## src/rtl/core/slotted_page_first_fit_store_macros.svh

```systemverilog
// assertion helpers for the slotted page store
`ifndef SLOTTED_PAGE_FIRST_FIT_STORE_MACROS_SVH
`define SLOTTED_PAGE_FIRST_FIT_STORE_MACROS_SVH

// same-cycle implication, sampled on clk, quiet during reset
`define SPFFS_ASSERT_NOW(lbl, ante, cons, msg) \
	lbl: assert property (@(posedge clk) disable iff (!arst_n) (ante) |-> (cons)) \
		else $error(msg);

// next-cycle implication
`define SPFFS_ASSERT_NXT(lbl, ante, cons, msg) \
	lbl: assert property (@(posedge clk) disable iff (!arst_n) (ante) |=> (cons)) \
		else $error(msg);

`endif

```

## src/rtl/core/spffs_ram.sv

```systemverilog
module spffs_ram #(
	parameter int WIDTH = 32,
	parameter int DEPTH = 64
) (
	input  logic                     clk,
	input  logic                     we,
	input  logic [$clog2(DEPTH)-1:0] waddr,
	input  logic [WIDTH-1:0]         wdata,
	input  logic [$clog2(DEPTH)-1:0] raddr,
	output logic [WIDTH-1:0]         rdata
);

	logic [WIDTH-1:0] mem [DEPTH];

	always_ff @(posedge clk) begin
		if (we) begin
			mem[waddr] <= wdata;
		end
		rdata <= mem[raddr];
	end

endmodule

```

## config.mk

```make
export PLATFORM = sky130hd
export DESIGN_NAME = spffs_ram
export DESIGN_NICKNAME = d
export VERILOG_FILES = /design/src/rtl/core/slotted_page_first_fit_store_macros.svh /design/src/rtl/core/spffs_ram.sv
export SDC_FILE = /design/constraint.sdc
export NUM_CORES = 2
export LEC_CHECK = 0
export BUFFER_PORTS_ARGS = -buffer_cell sky130_fd_sc_hd__buf_2
export CORE_AREA = 2 2 365 367
export CTS_CLUSTER_SIZE = 30
export DETAILED_ROUTE_END_ITERATION = 8
export DIE_AREA = 0 0 367 369
export PLACE_DENSITY = 0.87
export SYNTH_ARGS = -nofsm -noshare
export SYNTH_HDL_FRONTEND = slang
export SYNTH_SLANG_ARGS = --single-unit
```

## constraint.sdc

```tcl
create_clock -name clk -period 4.95 [get_ports clk]
set_clock_uncertainty 0.1 [all_clocks]
set_input_delay 0.7425 -clock clk [delete_from_list [all_inputs] [get_ports clk]]
set_output_delay 0.7425 -clock clk [all_outputs]
set_load 0.02 [all_outputs]
```

### Word level (Yosys, flattened, before mapping)

Memory sizes are Yosys's and may differ from the RTL's. A register that Yosys moved wholly into a read port is not among the register bits.
Index checks and enable logic that the tools add are counted.

* register bits: 0
* bits in latches: 0
* memory bits (writable): 2048
* bits in read-only memories: 0
* input bits: 46
* output and inout port bits: 32
* memories: 1

Memory list
* mem: depth 64, bits a word 32, read ports 1, clocked after Yosys merged registers in 1, wr ports 1, RTL line spffs_ram.sv:13 `logic [WIDTH-1:0] mem [DEPTH];`

* $add $sub $neg: 0
* $mul: 0
* divide/modulo/power cells: 0
* $lt $le $gt $ge: 0
* eq/ne operators: 0
* shift operators: 0
* mux-type cells: 2
* bitwise operators: 0
* reductions and logical operators: 0

Operators with widths (count)
* $mux W1: 2

### Depth between registers and ports, before layout

* depth in word-level cells: 2
* mapped depth: 10
* depth with buffers taken out: 5

### Worst setup path before layout

No wires, ideal clock.

* path type: input port to flip-flop
* start point: input waddr[3]
* end point: memory mem[48][0], enable pin
* library setup time: 0.461 ns
* data arrival time: 3.441 ns
* path slack: 0.948 ns
* stages on the path: 4
* path through: clkbuf_1 nor2b_1 nand4b_1 nor3_1

RTL lines
* start: declaration: RTL line spffs_ram.sv:7 `input logic [$clog2(DEPTH)-1:0] waddr,`
* end: declaration: RTL line spffs_ram.sv:13

No word-level cell before the write port.

==> results.md <==
* Crit end category: flop
* Dominant cell type by area after synthesis: edfxtp_1
* Layout Utilization at 67.4%
* FP Rows at 133
* RSZ-0062 raised after global routing: false
* Max-slew headroom at 8.40%
* Core box area at 131000 um2
* Die Y-Extent at 369 um
* Post-synth top area share at 78.3%
* Sink Count at 2080
* Routed vias at 40900
* Syn nets at 3370
* # DRC at 0
* Maxcap violations at 0
* Clock tree from TritonCTS: yes
* Seq/Total Area, Yosys at 79.1%
* Routability Congestion at 0.817
* IR drop worst, VDD at 0.000277 V
* RR Endpoint: rdata[13]
* Register bit count reported by yosys at 2080
* Worst hold-check path type: input pin to flop
* Clock latency on the worst-skew pair at 0.83 ns
* Clk buf depth at 3
* Post-CTS Resized at 0
* CTS Hold Bufs at 0
* R2R setup slack at 2.41 ns
* Number of global-route vias before repair at 41100
* Area Overhead vs Synth at 12.5%
* Final ANT Viol Nets at 0
* Worst Hold Depth at 2
* Mapped Cells at 3324
* Hold Path Origin: wdata[9]
* Ranking of synthesized cells by area: edfxtp_1 (78%), mux4_2 (16%), mux2i_1 (1.2%), dfxtp_1 (0.82%), o22ai_1 (0.67%)
* Starting density of the core at 59.9%
* Die X at 367 um
* Post-synth cell types at 34
* Max-slew violations at 0
* Worst Hold Path EP: mem[37][9]
* Post-DP HPWL at 120000 um
* Share of layout cells above drive strength 1 at 30.0%
* Worst-path fanout max at 33
* Worst-Margin Slew at 1.37 ns
* Setup TNS at 0 ns
* Routed vias/inst at 7.43
* Final hold viol count at 0
* Status: finished, final reports clean
* CP startpoint kind: input pin
* IO Pins at 78
* Yosys warns at 0
* Worst Path Class, Setup: input pin to flop
* H-tree depth at 4
* Clk root buf: clkbuf_16
* Nets at 3622
* Reg2reg start: mem[13][13]
* First-pass GRT wire length at 318000 um
* Die footprint at 135000 um2
* Mapped Area at 78500 um2
* Leakage at 0.0276 uW
* Post-CTS setup buffer count at 0
* Number of I/O port buffers at 77
* Achievable clock frequency at 0.309 GHz
* Worst r2r path cells at 4
* Worst EP required at 5.52 ns
* Worst-path clk slew at 0.06 ns
* Fin crit share at 65.3%
* GRT Total Usage at 33.8%
* Pin count of the biggest net entering global routing at 86
* Total Wirelength at 226000 um
* Initial antenna violation count at 13
* Per-cell routed wire length at 41.1 um
* Most frequent cells in the layout: edfxtp_1 (2048), mux4_2 (544), clkbuf_16 (195), buf_4 (148), mux2i_1 (93)
* PwrDens at 411 nW/um2
* Worst EP arrival at 3.81 ns
* Min Tclk post-route at 3.23 ns
* First-pass iteration count of the detailed router at 6
* Final setup fails at 0
* Mean Syn Cell Area at 23.6 um2
* TritonCTS Buffers at 190
* Commonest non-fill, non-tap cell in the layout: edfxtp_1
* DR iter-0 viols at 8537
* GRT Residual Overflow at 0
-- cell families (layout without fill, tap and decap cells) --
group           count (synthesis)  after routing  synth area share (%)
mux                           637            637                  16.8
other cells                     0              8                     0
simple gates                  223            223                  1.27
flops                        2080           2080                  79.1
buf+inv                       182            595                  1.13
compound gates                202            202                  1.67
-- synthesized netlist by cell type, drive strengths merged --
cell,number
nand4,2
o32ai,4
nand2b,8
dfxtp,32
a21oi,62
a31oi,1
o22ai,84
or2,3
a22oi,12
nor2,137
a311oi,8
and3,4
o221ai,27
nor2b,15
nand2,26
or3,3
and2,2
buf,108
edfxtp,2048
a41o,4
mux2i,93
clkbuf,74
nand4b,1
nand3b,5
nor3,7
mux4,544
or3b,5
nand3,5
-- area by class of cell --
class                           count  area, um2
Tap cell                         1755       2200
Antenna cell                        8       20.0
Multi-Input combinational cell   1062      16000
Timing Repair Buffer              242       1880
Clock inverter                     93        848
Fill cell                        7244      42800
Sequential cell                  2080      62100
Clock buffer                      260       5270
-- registers in the layout, summed over array words and instances (netlist names) --
name   count
rdata     32
mem     2048
-- worst max path at each step --
stage | start | endpoint | slack (ns) | cells after the start
6_report | raddr[0] | rdata[10] | 1.72 | 7
5_1_grt | raddr[1] | rdata[17] | 1.77 | 7
4_1_cts | raddr[0] | rdata[10] | 1.87 | 7
3_5_place_dp | raddr[0] | rdata[10] | 1.00 | 7
3_3_place_gp | raddr[0] | rdata[10] | 1.06 | 7
2_1_floorplan | waddr[3] | mem[48][0] | 0.95 | 4
-- critical path: stages --
cell and delay (ns):
buf_8 0.42, buf_12 0.28, buf_4 0.37, mux4_2 0.61
mux4_2 0.50, o22ai_1 0.68, nor2_1 0.13
-- where the power goes --
group / switching [uW] / internal, uW / total, uW
registers: 112 / 19500 / 19600
logic: 1250 / 666 / 1920
clock network: 6680 / 8110 / 14800
total: 8040 / 28300 / 36300
-- layer usage --
metal | GRT usage, % | vias up | part of all wire, %
met2 | 53.3 | 4405 | 48
met5 | 0 | - | 0.030
met4 | 21.0 | 10 | 7.5
li1 | - | 14800 | -
met1 | 43.6 | 20800 | 31
met3 | 7.23 | 917 | 14
-- per-stage QoR --
step | power, uW | cell area, um2 | hold WS (ns) | instances | setup slack (ns)
finish | 36300 | 88300 | 0.488 | 5500 | 1.72
global route | 36900 | 88300 | 0.516 | 5496 | 1.77
CTS | 36300 | 88300 | 0.471 | 5492 | 1.87
detailed placement | 21800 | 82200 | 0.739 | 5139 | 1.00
global placement | 21700 | 82200 | 0.703 | 5139 | 1.06
floorplan | 20900 | 78500 | 0.563 | 3324 | 0.948
Note: power is estimated with default switching activity, not from simulation.
